===== config.mk =====
export PLATFORM = sky130hd
export DESIGN_NAME = csma_backoff_arq_transmitter_unit
export DESIGN_NICKNAME = d
export VERILOG_FILES = /design/src/hw/rtl/cbat_pkg.sv /design/src/hw/rtl/csma_backoff_arq_transmitter_unit.sv
export SDC_FILE = /design/constraint.sdc
export NUM_CORES = 1
export LEC_CHECK = 0
export ABC_AREA = 1
export BUFFER_PORTS_ARGS = -buffer_cell sky130_fd_sc_hd__buf_4
export CORE_MARGIN = 3
export CORE_UTILIZATION = 57
export DETAILED_ROUTE_END_ITERATION = 6
export GPL_TIMING_DRIVEN = 0
export PLACE_DENSITY = 0.8
export SETUP_SLACK_MARGIN = 0.02
export SLEW_MARGIN = 20
export SYNTH_ARGS = -nofsm -noshare
export SYNTH_HDL_FRONTEND = slang
export SYNTH_SLANG_ARGS = --single-unit

===== constraint.sdc =====
create_clock -name clk -period 10.61 [get_ports clk]
set_clock_uncertainty 0.15 [all_clocks]
set_input_delay 1.061 -clock clk [delete_from_list [all_inputs] [get_ports clk]]
set_output_delay 1.061 -clock clk [all_outputs]
set_load 0.03 [all_outputs]

===== src/hw/rtl/cbat_pkg.sv =====
package cbat_pkg;

	localparam int TIMER_WIDTH_DEF = 16;
	localparam int TICK_W          = 16;
	localparam int CFG_IDX_W       = 1;
	localparam int CFG_DATA_W      = 16;

	localparam logic [15:0] ACK_TIMEOUT_RST = 16'd10;
	localparam logic [3:0]  MAX_RETRIES_RST = 4'd3;
	localparam logic [30:0] LCG_SEED_RST    = 31'd12345;
	localparam logic [30:0] LCG_MUL         = 31'd1103515245;
	localparam logic [30:0] LCG_INC         = 31'd12345;

	localparam logic [CFG_IDX_W-1:0] CFG_ACK_TIMEOUT = 1'd0;
	localparam logic [CFG_IDX_W-1:0] CFG_MAX_RETRIES = 1'd1;

	localparam logic [2:0] FN_TICK   = 3'd0;
	localparam logic [2:0] FN_SUBMIT = 3'd1;
	localparam logic [2:0] FN_BUSY   = 3'd2;
	localparam logic [2:0] FN_IDLE   = 3'd3;
	localparam logic [2:0] FN_ACK    = 3'd4;

	typedef enum logic [1:0] {
		PH_IDLE    = 2'd0,
		PH_WAIT    = 2'd1,
		PH_BACKOFF = 2'd2,
		PH_ACK     = 2'd3
	} phase_t;

	typedef struct packed {
		logic [2:0]        func;
		logic [TICK_W-1:0] tick_ms;
		logic              needs_ack;
		logic [7:0]        frame_seq;
		logic [7:0]        ack_seq;
	} evt_item_t;

	typedef struct packed {
		logic       send_now;
		logic       frame_taken;
		logic       ack_matched;
		logic       gave_up;
		logic [1:0] tx_phase;
		logic       pending;
		logic       busy_seen;
		logic [3:0] retry_count;
	} res_item_t;

	// One step of the generator; the 31-bit product wraps modulo 2^31 by width.
	function automatic logic [30:0] lcg_next(input logic [30:0] s);
		lcg_next = s * LCG_MUL + LCG_INC;
	endfunction

	// Backoff of 1 to 10 from a seed. Since 16 is 1 modulo 5, the nibble sum keeps the
	// residue modulo 5; the parity bit then picks between r + 1 and r + 6.
	function automatic logic [3:0] backoff_of(input logic [30:0] s);
		logic [6:0] sum;
		logic [4:0] fold;
		logic [2:0] r;
		sum = 7'(s[3:0]) + 7'(s[7:4]) + 7'(s[11:8]) + 7'(s[15:12])
		    + 7'(s[19:16]) + 7'(s[23:20]) + 7'(s[27:24]) + 7'(s[30:28]);
		fold = 5'(sum[6:4]) + 5'(sum[3:0]);
		if (fold >= 5'd20) begin
			r = 3'(fold - 5'd20);
		end else if (fold >= 5'd15) begin
			r = 3'(fold - 5'd15);
		end else if (fold >= 5'd10) begin
			r = 3'(fold - 5'd10);
		end else if (fold >= 5'd5) begin
			r = 3'(fold - 5'd5);
		end else begin
			r = 3'(fold);
		end
		if (r[0] == s[0]) begin
			backoff_of = 4'(r) + 4'd1;
		end else begin
			backoff_of = 4'(r) + 4'd6;
		end
	endfunction

endpackage


===== src/hw/rtl/csma_backoff_arq_transmitter_unit.sv =====
// Transmit controller for a shared medium, one frame held at a time.
// Events enter on evt (evt_valid/evt_ready): ticks, frame submits, medium busy and
// idle reports, and received acknowledgements. Every event yields exactly one status
// transaction on res (res_valid/res_ready) with the pulses it caused and the state
// after it.
// From acceptance to res_valid an event passes an input register, then the state update
// and result register. Throughput is one event per cycle while res is not stalled;
// the state registers close their loop through a single level of compare and subtract.
// The backoff generator runs two stages ahead of its use: the next seed and its
// backoff are recomputed continuously from the current seed, which suffices since
// two draws are always at least three events apart.
// While res is stalled the result register holds and the input register can still
// take one more event; evt_ready then falls until res is taken.
// Reset clears the phase, held flag, countdown, retry count and busy flag, restores both
// configuration registers and reseeds the generator. Configuration writes on
// cfg_we take effect at once and are meant for idle periods only.
module csma_backoff_arq_transmitter_unit
	import cbat_pkg::*;
#(
	parameter int TIMER_WIDTH = TIMER_WIDTH_DEF
) (
	input  logic                  clk,
	input  logic                  arst_n,
	input  logic                  evt_valid,
	output logic                  evt_ready,
	input  evt_item_t             evt,
	output logic                  res_valid,
	input  logic                  res_ready,
	output res_item_t             res,
	input  logic                  cfg_we,
	input  logic [CFG_IDX_W-1:0]  cfg_index,
	input  logic [CFG_DATA_W-1:0] cfg_data
);

	localparam int CMP_W = (TIMER_WIDTH > TICK_W) ? TIMER_WIDTH : TICK_W;

	logic             evt_valid_s1;
	evt_item_t        evt_s1;
	logic             res_valid_q;
	res_item_t        res_q;
	res_item_t        res_d;
	logic             advance;
	logic             fire;

	logic [15:0]      ack_timeout_q;
	logic [3:0]       max_retries_q;

	phase_t           phase_q, phase_d;
	logic             held_q, held_d;
	logic             held_needs_ack_q;
	logic [7:0]       held_seq_q;
	logic [TIMER_WIDTH-1:0] countdown_q, countdown_d;
	logic [3:0]       retries_q, retries_d;
	logic             busy_q, busy_d;
	logic [30:0]      seed_q;
	logic             draw;
	logic             store_frame;

	logic [30:0]      nseed_s1;
	logic [3:0]       nback_s2;

	logic             is_tick;
	logic             expired;
	logic [TIMER_WIDTH-1:0] remaining;
	logic             can_retry;
	logic             ack_hit;

	assign advance   = !res_valid_q || res_ready;
	assign fire      = evt_valid_s1 && advance;
	assign evt_ready = !evt_valid_s1 || advance;
	assign res_valid = res_valid_q;
	assign res       = res_q;

	assign is_tick   = (evt_s1.func == FN_TICK);
	assign expired   = CMP_W'(countdown_q) <= CMP_W'(evt_s1.tick_ms);
	assign remaining = TIMER_WIDTH'(CMP_W'(countdown_q) - CMP_W'(evt_s1.tick_ms));
	assign can_retry = retries_q < max_retries_q;
	assign ack_hit   = (phase_q == PH_ACK) && (held_seq_q == evt_s1.ack_seq);

	always_comb begin
		phase_d     = phase_q;
		held_d      = held_q;
		countdown_d = countdown_q;
		retries_d   = retries_q;
		busy_d      = busy_q;
		draw        = 1'b0;
		store_frame = 1'b0;
		unique case (evt_s1.func)
			FN_TICK: begin
				unique case (phase_q)
					PH_IDLE: begin
						if (held_q) begin
							phase_d   = PH_WAIT;
							retries_d = '0;
						end
					end
					PH_WAIT: begin
						if (!busy_q) begin
							draw        = 1'b1;
							countdown_d = TIMER_WIDTH'(nback_s2);
							phase_d     = PH_BACKOFF;
						end
					end
					PH_BACKOFF: begin
						if (busy_q) begin
							phase_d = PH_WAIT;
						end else if (expired) begin
							if (held_needs_ack_q) begin
								countdown_d = TIMER_WIDTH'(ack_timeout_q);
								phase_d     = PH_ACK;
							end else begin
								countdown_d = '0;
								held_d      = 1'b0;
								phase_d     = PH_IDLE;
							end
						end else begin
							countdown_d = remaining;
						end
					end
					PH_ACK: begin
						if (expired) begin
							if (can_retry) begin
								retries_d = retries_q + 4'd1;
								phase_d   = PH_WAIT;
							end else begin
								held_d  = 1'b0;
								phase_d = PH_IDLE;
							end
						end else begin
							countdown_d = remaining;
						end
					end
					default: begin
						phase_d = phase_q;
					end
				endcase
			end
			FN_SUBMIT: begin
				if (!held_q) begin
					store_frame = 1'b1;
					held_d      = 1'b1;
				end
			end
			FN_BUSY: busy_d = 1'b1;
			FN_IDLE: busy_d = 1'b0;
			FN_ACK: begin
				if (ack_hit) begin
					held_d  = 1'b0;
					phase_d = PH_IDLE;
				end
			end
			default: begin
				busy_d = busy_q;
			end
		endcase
	end

	always_comb begin
		res_d             = '0;
		res_d.send_now    = is_tick && (phase_q == PH_BACKOFF) && !busy_q && expired;
		res_d.frame_taken = (evt_s1.func == FN_SUBMIT) && !held_q;
		res_d.ack_matched = (evt_s1.func == FN_ACK) && ack_hit;
		res_d.gave_up     = is_tick && (phase_q == PH_ACK) && expired && !can_retry;
		res_d.tx_phase    = phase_d;
		res_d.pending     = held_d;
		res_d.busy_seen   = busy_d;
		res_d.retry_count = retries_d;
	end

	always_ff @(posedge clk or negedge arst_n) begin
		if (!arst_n) begin
			evt_valid_s1 <= 1'b0;
			res_valid_q  <= 1'b0;
		end else begin
			if (evt_ready) begin
				evt_valid_s1 <= evt_valid;
			end
			if (advance) begin
				res_valid_q <= evt_valid_s1;
			end
		end
	end

	always_ff @(posedge clk) begin
		if (evt_valid && evt_ready) begin
			evt_s1 <= evt;
		end
		if (fire) begin
			res_q <= res_d;
		end
		if (fire && store_frame) begin
			held_needs_ack_q <= evt_s1.needs_ack;
			held_seq_q       <= evt_s1.frame_seq;
		end
	end

	always_ff @(posedge clk or negedge arst_n) begin
		if (!arst_n) begin
			ack_timeout_q <= ACK_TIMEOUT_RST;
			max_retries_q <= MAX_RETRIES_RST;
		end else if (cfg_we) begin
			unique case (cfg_index)
				CFG_ACK_TIMEOUT: ack_timeout_q <= cfg_data;
				CFG_MAX_RETRIES: max_retries_q <= cfg_data[3:0];
				default: begin
					ack_timeout_q <= ack_timeout_q;
				end
			endcase
		end
	end

	always_ff @(posedge clk or negedge arst_n) begin
		if (!arst_n) begin
			phase_q     <= PH_IDLE;
			held_q      <= 1'b0;
			countdown_q <= '0;
			retries_q   <= '0;
			busy_q      <= 1'b0;
			seed_q      <= LCG_SEED_RST;
		end else if (fire) begin
			phase_q     <= phase_d;
			held_q      <= held_d;
			countdown_q <= countdown_d;
			retries_q   <= retries_d;
			busy_q      <= busy_d;
			if (draw) begin
				seed_q <= nseed_s1;
			end
		end
	end

	// Look-ahead for the generator: the multiply and the modulo sit in separate stages.
	always_ff @(posedge clk or negedge arst_n) begin
		if (!arst_n) begin
			nseed_s1 <= lcg_next(LCG_SEED_RST);
			nback_s2 <= backoff_of(lcg_next(LCG_SEED_RST));
		end else begin
			nseed_s1 <= lcg_next(seed_q);
			nback_s2 <= backoff_of(nseed_s1);
		end
	end

endmodule


After elaboration in Yosys (flattened, before gate mapping)

Index checks and enable logic that the tools add are counted.

Flip-flop bits (word level): 169
Bits of input ports: 58
Output and inout port bits: 14
Word-level logic and storage cells: 130

$add $sub $neg: 17
Multipliers: 1
Magnitude comparators: 6
Eq/ne operators: 12
Multiplexer cells: 40
Bitwise operators: 1
Reductions and logical operators: 26

Operator list:

| cell                                                                                 | count |
|---|---|
| 16-bit two-way mux                                                                   | 5 |
| 16-bit case mux with 3 select lines                                                  | 1 |
| 31-bit by 14-bit adder with 31-bit output (second input constant)                    | 1 |
| 31-bit by 31-bit multiplier with 31-bit output (second input constant)               | 1 |
| 7-bit by 4-bit adder with 7-bit output                                               | 3 |
| 4-bit two-way mux                                                                    | 5 |
| 16-bit <= comparator                                                                 | 1 |
| 16-bit subtractor                                                                    | 1 |
| 2-bit two-way mux                                                                    | 7 |
| 1-bit logical AND                                                                    | 12 |
| 1-bit two-way mux                                                                    | 12 |
| 3-bit two-way mux                                                                    | 4 |
| 5-bit by 4-bit greater-or-equal comparator with 1-bit output (second input constant) | 2 |
| 3-bit subtractor (second input constant)                                             | 3 |
| 8-bit == test                                                                        | 1 |
| 2-bit case mux with 4 select lines                                                   | 1 |
| 4-bit case mux with 2 select lines                                                   | 1 |
| 6-bit by 4-bit adder with 7-bit output                                               | 1 |
| 7-bit by 3-bit adder with 7-bit output                                               | 1 |
| 5-bit by 4-bit adder with 6-bit output                                               | 1 |
| 3-bit by 2-bit == test with 1-bit output (second input constant)                     | 2 |
| 2-bit != test (second input constant)                                                | 3 |
| 2-bit AND reduction                                                                  | 3 |
| 6-bit AND reduction                                                                  | 1 |
| other kinds (23)                                                                     | 30 |

Longest topological paths before layout

Gate-level depths: netlist of the first run.

Depth in word-level cells: 15
Depth in mapped cells: 32

Worst setup path after synthesis of the first run

OpenSTA, ideal clock, no wires.

Path type: register -> register
Start: reg nseed_s1[3]
End: reg nback_s2[2]
Arrival time: 5.828 ns
Path slack: 4.571 ns
Stages on the path, launching flop included: 29
Buffers on the path: 0
Period minus slack after synthesis: 6.039 ns
Path through: dfstp_2 inv_1 fa_1 inv_1 fa_1 fa_1 inv_1 fa_1 inv_1 fa_1 xor2_1 ha_1 fa_1 inv_1 nand2_1 nand2_2 inv_2 ha_1 a21oi_1 nand2_1 a21oi_2 nand2_1 o211ai_1 nand3_1 a21oi_1 inv_1 ha_1 nand3b_1 nand2_1

Word-level cells in the longest chain between the ends: 15
Elaborated cells on any way between the ends: 24
Those cells by class: 14 x add/sub; 4 x order compare; 1 x eq/ne; 5 x mux

Ends and longest elaborated chain:

| item                                                                                             | line                                     | RTL |
|---|---|---|
| start: declaration                                                                               | csma_backoff_arq_transmitter_unit.sv:59  | `logic [30:0] nseed_s1;` |
| start signal: assignment                                                                         | csma_backoff_arq_transmitter_unit.sv:235 | `nseed_s1 <= lcg_next(LCG_SEED_RST);` |
| start signal: assignment                                                                         | csma_backoff_arq_transmitter_unit.sv:238 | `nseed_s1 <= lcg_next(seed_q);` |
| 4-bit by 4-bit adder with 5-bit output (*)                                                       | cbat_pkg.sv:60                           | `sum = 7'(s[3:0]) + 7'(s[7:4]) + 7'(s[11:8]) + 7'(s[15:12])` |
| 5-bit by 4-bit adder with 6-bit output (*)                                                       | cbat_pkg.sv:60                           |  |
| 6-bit by 4-bit adder with 7-bit output (*)                                                       | cbat_pkg.sv:60                           |  |
| 7-bit by 4-bit adder with 7-bit output (*) (3 in a row)                                          | cbat_pkg.sv:61                           | `+ 7'(s[19:16]) + 7'(s[23:20]) + 7'(s[27:24]) + 7'(s[30:28]);` |
| 7-bit by 3-bit adder with 7-bit output (*)                                                       | cbat_pkg.sv:61                           |  |
| 3-bit by 4-bit adder with 5-bit output (*)                                                       | cbat_pkg.sv:62                           | `fold = 5'(sum[6:4]) + 5'(sum[3:0]);` |
| 5-bit by 3-bit greater-or-equal comparator with 1-bit output or 3-bit subtractor (tied branches) | cbat_pkg.sv:69, cbat_pkg.sv:70           |  |
| 3-bit two-way mux                                                                                | cbat_pkg.sv:69                           | `end else if (fold >= 5'd5) begin` |
| 3-bit two-way mux                                                                                | cbat_pkg.sv:67                           | `end else if (fold >= 5'd10) begin` |
| 3-bit two-way mux                                                                                | cbat_pkg.sv:65                           | `end else if (fold >= 5'd15) begin` |
| 3-bit two-way mux (*)                                                                            | cbat_pkg.sv:63                           | `if (fold >= 5'd20) begin` |
| 3-bit by 3-bit adder with 4-bit output (tied with other cells)                                   | cbat_pkg.sv:77                           | `backoff_of = 4'(r) + 4'd6;` |
| 4-bit two-way mux (*)                                                                            | cbat_pkg.sv:74                           | `if (r[0] == s[0]) begin` |
| end signal: assignment                                                                           | csma_backoff_arq_transmitter_unit.sv:236 | `nback_s2 <= backoff_of(lcg_next(LCG_SEED_RST));` |
| end signal: assignment                                                                           | csma_backoff_arq_transmitter_unit.sv:239 | `nback_s2 <= backoff_of(nseed_s1);` |
| end: declaration                                                                                 | csma_backoff_arq_transmitter_unit.sv:60  | `logic [3:0] nback_s2;` |

Every way passes the cells marked *; elsewhere a longest branch is shown, timed or not.
A chain may end at the register's enable or synchronous reset.

Worst setup path in the final report of the first run

Start: reg seed_q[7]
End: reg nseed_s1[30]

Word-level cells in the longest chain between the ends: 2

Ends and longest elaborated chain:

| item                                           | line                                     | RTL |
|---|---|---|
| start: declaration                             | csma_backoff_arq_transmitter_unit.sv:55  | `logic [30:0] seed_q;` |
| start signal: assignment                       | csma_backoff_arq_transmitter_unit.sv:227 | `seed_q <= nseed_s1;` |
| 31-bit by 31-bit multiplier with 31-bit output | cbat_pkg.sv:51                           | `lcg_next = s * LCG_MUL + LCG_INC;` |
| 31-bit by 14-bit adder with 31-bit output      | cbat_pkg.sv:51                           |  |

No other way between the ends.

==> impl_metrics.sql, run 1 <==
INSERT INTO impl_metrics (metric_group, metric, value, unit) VALUES
('logic_synthesis', 'yosysWarnings', '0', ''),
('floorplanning', 'rows', '63', ''),
('route', 'drt-pass1-iter-count', '5', ''),
('layout', 'finish.net_count', '2457', ''),
('layout', 'area_of_the_multi_input_gates', '10760', 'um^2'),
('layout', 'drive_above_1_share', '9.289', '%'),
('timing', 'slew_headroom', '31.87', '%'),
('clock_network', 'clock_insertion_delay_worst_skew', '0.44', 'ns'),
('route', 'viasPerCell', '5.369', ''),
('setup_path', 'startpoint_type', 'flop', ''),
('logic_synthesis', 'synth_flop_cell', 'sky130_fd_sc_hd__dfrtp_1', ''),
('global_route', 'grt_max_degree', '113', ''),
('timing', 'max_slew.worst_pin.slew', '1.022', 'ns'),
('clock_network', 'post_cts_buffers', '0', ''),
('layout', 'final_core_util', '63.68', '%'),
('setup_path', 'worstPathRequired', '10.84', 'ns'),
('route', 'wirelength', '41580', 'um'),
('floorplanning', 'core_region_area', '29870', 'um^2'),
('global_route', 'antenna_violations_before_repair', '0', ''),
('logic_synthesis', 'synth_top_cells_by_count', '519 x sky130_fd_sc_hd__inv_1, 263 x sky130_fd_sc_hd__nand2_1, 235 x sky130_fd_sc_hd__ha_1', ''),
('logic_synthesis', 'synth.avg_cell_area', '9.312', 'um^2'),
('place', 'dpl.hpwl', '34570', 'um'),
('setup_path', 'timing.setup.critical_path_class', 'flop to flop', ''),
('status', 'outcome', 'completed', ''),
('clock_network', 'clock_sink_count', '169', ''),
('clock_network', 'cts_tree', 'done', ''),
('logic_synthesis', 'synth.cell_area', '17380', 'um^2'),
('layout', 'antenna_cells_inserted', '0', ''),
('layout', 'n_fill_cell', '2357', ''),
('floorplanning', 'floorplan.initialDensity', '58.16', '%'),
('min_path', 'timing.hold.worst.class', 'flop to flop', ''),
('route', 'route.detailed.drc', '0', ''),
('route', 'wire_per_inst', '17.62', 'um'),
('floorplanning', 'design.die.area', '32610', 'um^2'),
('clock_network', 'clock_pin_slew_on_the_worst_setup_and_hold_paths', '0.07', 'ns'),
('timing', 'fin_tns_setup', '0', 'ns'),
('clock_network', 'cts.repair.resized', '0', ''),
('timing', 'setup_viol', '0', ''),
('logic_synthesis', 'synth_cells', '1866', ''),
('setup_path', 'timing.critical_path.mode_cell', 'sky130_fd_sc_hd__fa_1', ''),
('clock_network', 'numCtsBuffers', '17', ''),
('logic_synthesis', 'yosysUniqueCellTypes', '53', ''),
('logic_synthesis', 'yosysMostFrequentCell', 'sky130_fd_sc_hd__inv_1', ''),
('logic_synthesis', 'number_of_nets_in_the_synthesized_netlist', '2366', ''),
('route', 'detail_route.iter0.violations', '1047', ''),
('timing', 'achievable-frequency', '0.1428', 'GHz'),
('clock_network', 'cts-root-to-sink-buffers', '2', ''),
('logic_synthesis', 'netlist.area_leader.share', '23.85', '%'),
('layout', 'area.sequential', '4553', 'um^2'),
('clock_network', 'clock-root-buffer', 'sky130_fd_sc_hd__clkbuf_16', ''),
('timing', 'final_period_minus_worst_setup_slack', '7.001', 'ns'),
('clock_network', 'cts.hold.buffers_added', '0', ''),
('global_route', 'global_routing_usage_summed_across_all_routing_layers', '26.53', '%'),
('layout', 'areaGrowthSynthToFinish', '9.483', '%'),
('timing', 'hold_viol_final', '0', ''),
('flow_run', 'maxCapViolations', '0', ''),
('floorplanning', 'io-pin-count', '72', ''),
('setup_path', 'cp.arrival', '7.23', 'ns'),
('floorplanning', 'die_y', '180.6', 'um'),
('timing', 'setup_repair_after_global_routing_missed_its_margin', 'false', ''),
('logic_synthesis', 'number_of_register_bits_inferred_by_synthesis', '169', ''),
('global_route', 'overflow', '0', ''),
('logic_synthesis', 'synth.yosys.seq_area_share', '26.20', '%'),
('route', 'number_of_antenna_violating_nets_in_the_routed_design', '0', ''),
('global_route', 'grt_first_pass_wirelength', '68800', 'um'),
('setup_path', 'critPathMaxFanout', '6', ''),
('setup_path', 'worstPathCellList', 'ha_1 -> inv_1 -> fa_1 -> inv_1 -> fa_1 -> fa_1 -> inv_1 -> fa_1 -> inv_1 -> fa_1 -> fa_1 -> fa_1 -> ha_1 -> a21oi_1 -> o21ai_0 -> a21oi_1 -> nand3_1 -> nand2_1 -> nand2_1 -> nand3_1 -> nand2_1 -> nand3b_1 -> nand2_1', ''),
('logic_synthesis', 'asyncSetResetFlopFracSynth', '66.27', '%'),
('place', 'port_buffers', '71', ''),
('global_route', 'grt_pass1_vias', '13516', ''),
('setup_path', 'setup.worst_path.end_class', 'flop', '');
[registers in the layout, indices dropped and copies added, names as in the netlist, 4 cells and up]
signal         count
seed_q            31
max_retries_q      4
ack_timeout_q     16
held_seq_q         8
nseed_s1          31
nback_s2           4
countdown_q       16
evt_s1            36
retries_q          4
res               12
[per-layer routing]
layer / routed length (um) / track usage, %
met5: 0 / 0
met2: 19540 / 43.49
met3: 2984 / 4.945
met4: 983 / 6.877
met1: 18080 / 36.80
[area by class of cell]
| class | instances | share of cell area, % |
|---|---|---|
| clock buffers | 18 | 2.256 |
| clock inverters | 14 | 0.8485 |
| repair buffers | 72 | 2.966 |
| flip-flops and latches | 169 | 23.93 |
| multi-input cells | 1154 | 56.56 |
| inverters | 527 | 10.42 |
| plain buffers | 16 | 0.4473 |
| well taps | 390 | 2.565 |
[critical path, delay by kind of cell, from the launching register on]
family	cells	cell delay, ns
fa+ha+maj	9	4.31
simple gates	7	0.95
compound gates	3	0.66
flops	1	0.53
buf+inv	4	0.35
[metrics by stage]
stage                     area [um^2]  worst slack [ns]  hold slack (ns)  instances
final                           19020             3.609           0.2677       2360
after CTS                       19000             3.740           0.2695       2359
after floorplan                 17380             4.571           0.2503       1866
after global routing            19020             3.339           0.2767       2360
after detailed placement        18410             3.775           0.2545       2327
after global placement          18400             3.794           0.2530       2327
[cells by family (layout without fill, tap and decap cells)]
| kind of cell | count (synthesis) | in the layout | share of synthesized area (%) |
|---|---|---|---|
| flip-flops | 169 | 169 | 26.20 |
| AO/OA/AOI/OAI | 190 | 190 | 6.229 |
| adder cells (fa/ha/maj) | 442 | 442 | 40.77 |
| buffers and inverters | 543 | 647 | 11.90 |
| XOR/XNOR | 64 | 64 | 3.226 |
| multiplexers | 10 | 10 | 0.6481 |
| AND/OR/NAND/NOR | 448 | 448 | 11.02 |
[placed cells by master, fill, tap and decap left out, types with 57 or more instances in the layout]
master / count
sky130_fd_sc_hd__buf_4: 70
sky130_fd_sc_hd__o21ai_0: 70
sky130_fd_sc_hd__dfrtp_1: 81
sky130_fd_sc_hd__ha_1: 235
sky130_fd_sc_hd__inv_1: 518
sky130_fd_sc_hd__edfxtp_1: 57
sky130_fd_sc_hd__nand2_1: 263
sky130_fd_sc_hd__a21oi_1: 67
sky130_fd_sc_hd__fa_1: 207
sky130_fd_sc_hd__nor2_1: 72
sky130_fd_sc_hd__nand3_1: 61
[final timing paths]
kind | start | endpoint | slack (ns) | depth (start not counted)
max in group asynchronous | arst_n | nback_s2[1] | 9.13 | 2
min in group asynchronous | arst_n | seed_q[24] | 0.46 | 1
max reg2reg | seed_q[7] | nseed_s1[30] | 3.61 | 23
min | evt_s1[13] | held_seq_q[5] | 0.27 | 0
min reg2reg | evt_s1[13] | held_seq_q[5] | 0.27 | 0
max | seed_q[7] | nseed_s1[30] | 3.61 | 23
Power of run 1 is not shown: default switching activity piles up to over one toggle a cycle in this logic, so the estimate is an artifact.
==> run 2: changes to the inputs <==
- clock period: 10.61 -> 7.24 ns (I/O delays scaled with it)
==> impl_metrics.sql, run 2 (synthesis gave the netlist of run 1 again) <==
INSERT INTO impl_metrics (metric_group, metric, value, unit) VALUES
('global_route', 'overflow', '0', ''),
('setup_path', 'startpoint_type', 'flop', ''),
('setup_path', 'worst_path_dominant_cell_family', 'adder cells', ''),
('layout', 'registers.top_by_ff_count', 'evt_s1', ''),
('global_route', 'use_met2', '43.49', '%'),
('min_path', 'timing.hold.worst.class', 'input pin to asynchronous set/reset pin', ''),
('setup_path', 'crit_buf_inv', '6', ''),
('setup_path', 'worstPathRequired', '7.44', 'ns'),
('clock_network', 'clock_sink_count', '169', ''),
('global_route', 'grt_pass1_vias', '13516', ''),
('timing', 'maxSlewViolCount', '0', ''),
('setup_path', 'timing.setup.critical_path_class', 'flop to flop', ''),
('clock_network', 'h-tree-depth', '4', ''),
('layout', 'antenna_cells_inserted', '0', ''),
('timing', 'final_period_minus_worst_setup_slack', '6.949', 'ns'),
('timing', 'worst_slack', '0.2908', 'ns'),
('place', 'place.gp.congestion', '0.9692', ''),
('setup_path', 'setup.worst_path.end_class', 'flop', ''),
('clock_network', 'cts-root-to-sink-buffers', '2', ''),
('flow_run', 'maxCapViolations', '0', ''),
('global_route', 'gr_layer_usage_met3', '4.945', '%'),
('route', 'number_of_antenna_violating_nets_in_the_routed_design', '0', ''),
('global_route', 'use_met1', '36.80', '%'),
('route', 'detail_route.iter0.violations', '988', ''),
('setup_path', 'critical-path-max-stage-delay', '0.73', 'ns'),
('place', 'dpl.hpwl', '34570', 'um'),
('clock_network', 'clock_insertion_delay_worst_skew', '0.44', 'ns'),
('setup_path', 'timing.critical_path.slowest_stage_cell', 'sky130_fd_sc_hd__dfstp_2', ''),
('route', 'drt-pass1-iter-count', '5', ''),
('floorplanning', 'core_region_area', '29870', 'um^2'),
('timing', 'setup_repair_after_global_routing_missed_its_margin', 'false', ''),
('floorplanning', 'rows', '63', ''),
('place', 'detailedPlace.worstSlack', '0.4053', 'ns'),
('timing', 'achievable-frequency', '0.1439', 'GHz'),
('clock_network', 'numCtsBuffers', '17', ''),
('layout', 'n_fill_cell', '2354', ''),
('timing', 'fin_tns_setup', '0', 'ns'),
('layout', 'largest_register_ff_count', '36', ''),
('global_route', 'grt_max_degree', '113', ''),
('floorplanning', 'floorplan.initialDensity', '58.16', '%'),
('global_route', 'grt_busiest_layer', 'met2', ''),
('floorplanning', 'die_w', '180.6', 'um'),
('place', 'dpl_cell_area', '18410', 'um^2'),
('clock_network', 'cts_tree', 'done', ''),
('layout', 'finish.net_count', '2457', ''),
('timing', 'post-route-period-util', '95.98', '%'),
('route', 'route.detailed.drc', '0', ''),
('floorplanning', 'die_y', '180.6', 'um'),
('clock_network', 'clock_pin_slew_on_the_worst_setup_and_hold_paths', '0.07', 'ns'),
('layout', 'layout_top_registers', 'evt_s1 (36), nseed_s1 (31), seed_q (31)', ''),
('layout', 'post-route-cell-area', '19030', 'um^2'),
('global_route', 'global_routing_usage_summed_across_all_routing_layers', '26.53', '%'),
('timing', 'slew_headroom', '31.76', '%'),
('route', 'viasPerCell', '5.361', ''),
('global_route', 'grt_first_pass_wirelength', '68800', 'um'),
('status', 'outcome', 'completed', ''),
('clock_network', 'post_cts_buffers', '0', ''),
('timing', 'setup_viol', '0', ''),
('timing', 'hold_viol_final', '0', ''),
('floorplanning', 'io-pin-count', '72', ''),
('route', 'wirelength', '41600', 'um'),
('place', 'port_buffers', '71', ''),
('global_route', 'antenna_violations_before_repair', '0', ''),
('setup_path', 'cp.arrival', '7.15', 'ns'),
('timing', 'max_slew.worst_pin.slew', '1.024', 'ns'),
('layout', 'drive_above_1_share', '9.442', '%'),
('layout', 'areaGrowthSynthToFinish', '9.548', '%'),
('layout', 'final_cell_mix', '518 x sky130_fd_sc_hd__inv_1, 263 x sky130_fd_sc_hd__nand2_1, 234 x sky130_fd_sc_hd__ha_1', ''),
('setup_path', 'regToRegSetupSlack', '0.29', 'ns'),
('route', 'wire_per_inst', '17.63', 'um'),
('setup_path', 'critPathMaxFanout', '7', ''),
('route', 'route.vias.total', '12653', ''),
('timing', 'hold-worst-slack', '0.1232', 'ns'),
('clock_network', 'clock-root-buffer', 'sky130_fd_sc_hd__clkbuf_16', ''),
('layout', 'mostFrequentLayoutCell', 'sky130_fd_sc_hd__inv_1', ''),
('floorplanning', 'design.die.area', '32610', 'um^2');
## run 2: what timing repair did
| action | 4_1_cts | 5_1_grt |
|---|---|---|
| hold buffers | 0 | 0 |
| gates resized for setup | 0 | 4 |
| setup endpoints to repair | 0 | 2 |
| endpoints found under the hold margin | 0 | 0 |
## run 2: final cells by class
cell class	count	area [um^2]	share of cell area, %
well taps	390	488.0	2.564
plain buffers	16	85.08	0.4470
clock inverters	14	161.4	0.8480
flip-flops and latches	169	4558	23.95
repair buffers	72	564.3	2.965
multi-input cells	1154	10770	56.56
inverters	527	1983	10.42
clock buffers	18	429.2	2.255
## run 2: stage by stage
| stage | instances | utilization (%) |
|---|---|---|
| 2_1_floorplan | 1866 | - |
| 3_3_place_gp | 2327 | 61.58 |
| 3_5_place_dp | 2327 | 61.61 |
| 4_1_cts | 2359 | 63.58 |
| 5_1_grt | 2360 | 63.71 |
| 6_report | 2360 | 63.71 |
## run 2: path summary, 6_finish.rpt
kind / start / end / cells past startpoint
setup reg to reg: seed_q[4] / nseed_s1[24] / 25
min in group clk: evt_s1[13] / held_seq_q[5] / 0
max in group asynchronous: arst_n / nback_s2[1] / 2
hold / removal: arst_n / seed_q[24] / 1
setup / recovery: seed_q[4] / nseed_s1[24] / 25
hold reg to reg: evt_s1[13] / held_seq_q[5] / 0
## run 2: worst register-to-register path: stages (launching register included)
cell	delay, ns
sky130_fd_sc_hd__dfstp_2	0.73
sky130_fd_sc_hd__ha_1	0.44
sky130_fd_sc_hd__inv_1	0.15
sky130_fd_sc_hd__fa_1	0.40
sky130_fd_sc_hd__inv_1	0.09
sky130_fd_sc_hd__fa_1	0.45
sky130_fd_sc_hd__fa_1	0.56
sky130_fd_sc_hd__inv_1	0.06
sky130_fd_sc_hd__fa_1	0.51
sky130_fd_sc_hd__inv_1	0.04
sky130_fd_sc_hd__ha_1	0.27
sky130_fd_sc_hd__inv_1	0.06
sky130_fd_sc_hd__fa_1	0.53
sky130_fd_sc_hd__inv_1	0.06
sky130_fd_sc_hd__fa_1	0.47
sky130_fd_sc_hd__ha_1	0.36
sky130_fd_sc_hd__nand2_1	0.11
sky130_fd_sc_hd__nor2_1	0.19
sky130_fd_sc_hd__and2_1	0.30
sky130_fd_sc_hd__nand4_1	0.14
sky130_fd_sc_hd__nand3_1	0.22
sky130_fd_sc_hd__nand2_1	0.08
sky130_fd_sc_hd__nand2_1	0.15
sky130_fd_sc_hd__nand2_1	0.07
sky130_fd_sc_hd__nand2_1	0.08
sky130_fd_sc_hd__xor2_1	0.20
## run 2: routing by layer
layer,vias to the layer above,wire (um),share of wire [%]
met3,60,3051,7.3
met5,-,0,0
li1,5912,-,-
met4,0,923,2.2
met1,6227,18040,43
met2,454,19580,47
Power of run 2 is left out for the same reason.
